**config.mk**
```make
export PLATFORM = sky130hd
export DESIGN_NAME = aef_ram
export DESIGN_NICKNAME = d
export VERILOG_FILES = /design/src/hdl/aef_ram.sv
export SDC_FILE = /design/constraint.sdc
export NUM_CORES = 2
export LEC_CHECK = 0
export BUFFER_PORTS_ARGS = -buffer_cell sky130_fd_sc_hd__buf_2
export CAP_MARGIN = 20
export CORE_ASPECT_RATIO = 0.5
export CORE_MARGIN = 1
export CORE_UTILIZATION = 34
export DETAILED_ROUTE_END_ITERATION = 8
export PLACE_DENSITY = 0.46
export SLEW_MARGIN = 10
export SYNTH_ARGS = -nofsm -noshare
export SYNTH_HDL_FRONTEND = slang
export SYNTH_SLANG_ARGS = --single-unit
```
**constraint.sdc**
```tcl
create_clock -name i_clk -period 7.1 [get_ports i_clk]
set_clock_uncertainty 0.1 [all_clocks]
set_input_delay 0.71 -clock i_clk [delete_from_list [all_inputs] [get_ports i_clk]]
set_output_delay 0.71 -clock i_clk [all_outputs]
set_load 0.05 [all_outputs]
```
**src/hdl/aef_ram.sv**
```systemverilog
// ----------------------------------------------------------------------------
// Generic RAM
// Simple dual-port memory: one write port, one read port with registered data.
// ----------------------------------------------------------------------------
module aef_ram #(
    parameter int WIDTH = 64,
    parameter int DEPTH = 62
) (
    input  logic                     i_clk,
    input  logic                     i_we,
    input  logic [$clog2(DEPTH)-1:0] i_waddr,
    input  logic [WIDTH-1:0]         i_wdata,
    input  logic [$clog2(DEPTH)-1:0] i_raddr,
    output logic [WIDTH-1:0]         o_rdata
);

    logic [WIDTH-1:0] r_mem [DEPTH];
    logic [WIDTH-1:0] r_rdata;

    always_ff @(posedge i_clk) begin
        if (i_we) begin
            r_mem[i_waddr] <= i_wdata;
        end
        r_rdata <= r_mem[i_raddr];
    end

    assign o_rdata = r_rdata;

endmodule

```
-- Word-level counts from Yosys, hierarchy flattened
Memory sizes are Yosys's and may differ from the RTL's. A register that Yosys moved wholly into a read port is not among the register bits.
Index checks and enable logic that the tools add are counted.
- mux-type cells: 2
- operators by type and width (operator ; number):
    2-to-1 mux 1 bit ; 2
- output and inout port bits: 64
- bits in writable memories: 3968
- memories: 1
- logic and storage cells: 3
- flip-flop bits (word level): 0
- memories (memory ; depth ; width ; read ports ; clocked after memory_dff ; write ports ; line ; RTL):
    r_mem ; 62 ; 64 ; 1 ; 1 ; 1 ; 17 ; logic [WIDTH-1:0] r_mem [DEPTH];

-- Depth between registers and ports, before layout
- depth in word-level cells: 2
- mapped depth: 11

-- Least setup slack after synthesis
No wires, ideal clock.
- path type: input to register
- start point: input i_waddr[4]
- end point: memory r_mem[32][0] (enable)
- library setup time: 0.564 ns
- data arrival time: 5.540 ns
- path slack: 0.896 ns
- data required time: 6.436 ns
- cell stages on the path: 4
- path through: clkbuf_1 -> nor2_1 -> nand4b_1 -> nor3_1
- RTL lines (element ; line ; RTL):
    start: declaration ; 11 ; input logic [$clog2(DEPTH)-1:0] i_waddr,
    end: declaration ; 17 ;
Straight into the memory's write port.

==> summary.txt <==
Final setup vio count: 0
Starting DRT DRC Count: 8868
WHS Path Cells: 1
Syn_nets: 6926
R2R Path End: o_rdata[57]
Crit Path Class: in -> reg
Ratio of cells with drive above 1 in the final layout: 26.7%
Finished Layout Cells: 13523
Worst reg2reg path depth: 5
Max Freq: 289 MHz
Crit start category: input pin
Pin count of the biggest net entering global routing: 93
Yosys reg bits: 4032
Leak: 54.9 nW
DIE AREA: 455000 µm²
Max-slew headroom: 21.5%
Synth area leaders: edfxtp_1, mux4_2, mux2i_1
Cts bufs inserted: 390
Grt ovf: 0
Hold Path Sink: r_mem[21][14]
Cell Pwr Density: 283 nW/µm²
Synthesized netlist cell count: 6848
Final Cell Area: 176000 µm²
FP Rows: 174
Worst-Margin Slew: 1.18 ns
I/O Buffers: 141
Vias after detailed routing: 75024
Setup TNS: 0 ns
Peak supply drop: 0.191 mV
Asr flop ratio synth: 0%
Filler cells: 39887
Post-CTS Setup Repair Bufs: 0
CP delay by family, top: buffers and inverters
ANT nets after route: 0
Critical path arrival: 4.22 ns
Residual DRC: 6
Ys flop type: edfxtp_1
Worst R2R Setup Slack: 4.80 ns
Final slew viol count: 0
RSZ-0062 raised after global routing: false
Clock sinks: 4032
H-Tree Depth: 5
Worst path cell trace: buf_8 > buf_12 > inv_8 > buf_4 > mux2i_1 > a2111oi_0 > or3_1
Area leader, netlist: edfxtp_1
DP HPWL: 244 mm
Post-Route WL: 477 mm
Crit path max-delay cell type: a2111oi_0
Worst skew pair latency: 0.95 ns
HP Start: i_wdata[14]
Core footprint: 450000 µm²
Crit end category: flop
Syn Area/Cell: 22.5 µm²
CTS Hold Bufs: 0
Placed cell count: 12788
Netlist Area Pre-Place: 154000 µm²
CTS clk-pin slew, worst paths: 0.06 ns
Min-Delay Path Class: in -> reg
Initial antenna violation count: 48
Final min period: 3.46 ns
GRT Total Usage: 20.5%
Starting Density: 34.2%
Root Driver: clkbuf_16
CTS tree: done
Die Span X: 953 µm
Post-synthesis cell type count: 57
Die H: 478 µm
Sequential area share after synthesis: 78.3%
CP peak stage delay: 0.90 ns
First-pass GRT wire length: 649 mm
Nets: 7303
Routability Congestion: 0.736
Maximum buffer depth of the clock tree: 4
First-pass DRT Iterations: 9
Syn-to-layout area delta: 14.1%
WL/cell: 35.3 µm
Top Ports: 142
Post-CTS Resized: 0
Post-synth EDFFs: 3968
CP Max Fanout: 84
Data required time of the critical path: 7.86 ns
Status: finished, violations left
Yosys top cell area share: 77.4%
Failing checks: design-rule violations
Vias in the first global route: 75605
Hold Fails Final Rpt: 0
# Max-Cap Violations: 0
Critical R2R Launch: r_mem[47][57]
Ys Warns: 0
Vias per std cell: 5.55
Tot Pwr: 0.0498 W
Final worst path period share: 48.8%
DP Area: 163000 µm²
Crit path buf inv count: 4
-- report_power, final --
group / internal, W / switching (W)
sequential: 0.0263 / 0.000122
combinational: 0.000901 / 0.00172
clock: 0.0116 / 0.00910
total: 0.0388 / 0.0109
-- cell families (layout without fill, tap and decap cells) --
kind of cell | after synthesis | count (layout) | synth area share [%]
DFF | 4032 | 4032 | 78.3
buffers and inverters | 405 | 1089 | 1.60
other | 0 | 7 | 0
AOI/OAI and AO/OA | 613 | 613 | 2.90
and+or+nand+nor | 335 | 335 | 0.970
muxes | 1463 | 1463 | 16.3
-- cell type report --
class	instances	area, µm²	area share (%)
antenna	7	17.5	0.00997
clock buffer	504	10500	5.96
clock inverter	195	1850	1.05
inverter	4	33.8	0.0192
multi-input combinational	2411	31500	18.0
sequential	4032	120000	68.6
tap	5984	7490	4.26
timing repair buffer	386	3830	2.18
-- cells in the mapped netlist, drive strengths merged (7+ instances only) --
master and n:
edfxtp 3968, nor2b 8, o21ai 100, a22o 23
nand2 153, o311ai 11, nor3 26, a32oi 13
a21oi 41, dfxtp 64, buf 253, mux4 814
o22a 16, and2 32, o22ai 150, nand3 7
or3 15, mux2 174, a2111oi 22, o211ai 15
a311o 13, mux2i 475, clkbuf 148, o221ai 28
a22oi 13, a211o 24, o2111ai 19, nor2 77
a31oi 8, a211oi 33, a221oi 73
-- worst max-delay path by stage --
stage                           from           end  depth (start not counted)
after floorplan           i_waddr[4]  r_mem[32][0]                          4
after CTS                 i_raddr[1]   o_rdata[16]                          8
after global routing      i_raddr[1]   o_rdata[32]                          8
final                     i_raddr[2]   o_rdata[40]                          7
after global placement    i_raddr[2]   o_rdata[40]                          7
after detailed placement  i_raddr[1]   o_rdata[16]                          8
-- registers in the layout, summed over array words and instances (netlist names) --
signal / flops
r_mem: 3968
o_rdata: 64
-- through the flow --
stage                     hold slack (ns)  worst slack [ns]  utilization (%)
after floorplan                     0.483             0.896                -
after global placement              0.588              2.75             36.1
after detailed placement            0.593              2.74             36.2
after CTS                           0.116              3.74             38.9
after global routing               0.0140              3.60             39.0
final                              0.0596              3.64             39.0
-- cell usage in the layout (no fill, tap or decap), types with 22 or more instances in the layout --
cell type,count
buf_2,135
o22ai_1,150
mux2i_1,475
a22o_1,23
nor3_1,24
bufinv_16,33
buf_12,89
a211oi_1,33
nand2_1,150
nor2_4,63
a2111oi_0,22
dfxtp_1,64
a221oi_1,62
mux2_2,174
a211o_1,24
and2_1,28
o221ai_1,28
a21oi_1,41
buf_4,151
clkinv_2,76
o21ai_1,23
edfxtp_1,3968
clkinv_1,64
o21ai_0,77
clkbuf_16,395
clkbuf_1,91
mux4_2,814
-- routing by layer --
metal	vias to the layer above	GRT usage, %	wire (µm)	part of all wire, %
met1	41957	30.6	219000	46
met3	544	3.31	30600	6.4
met4	12	3.85	9210	1.9
met5	-	0	86	0.018
li1	29900	-	-	-
met2	2611	31.9	218000	46
No activity file was read; power rests on OpenSTA's default activity.
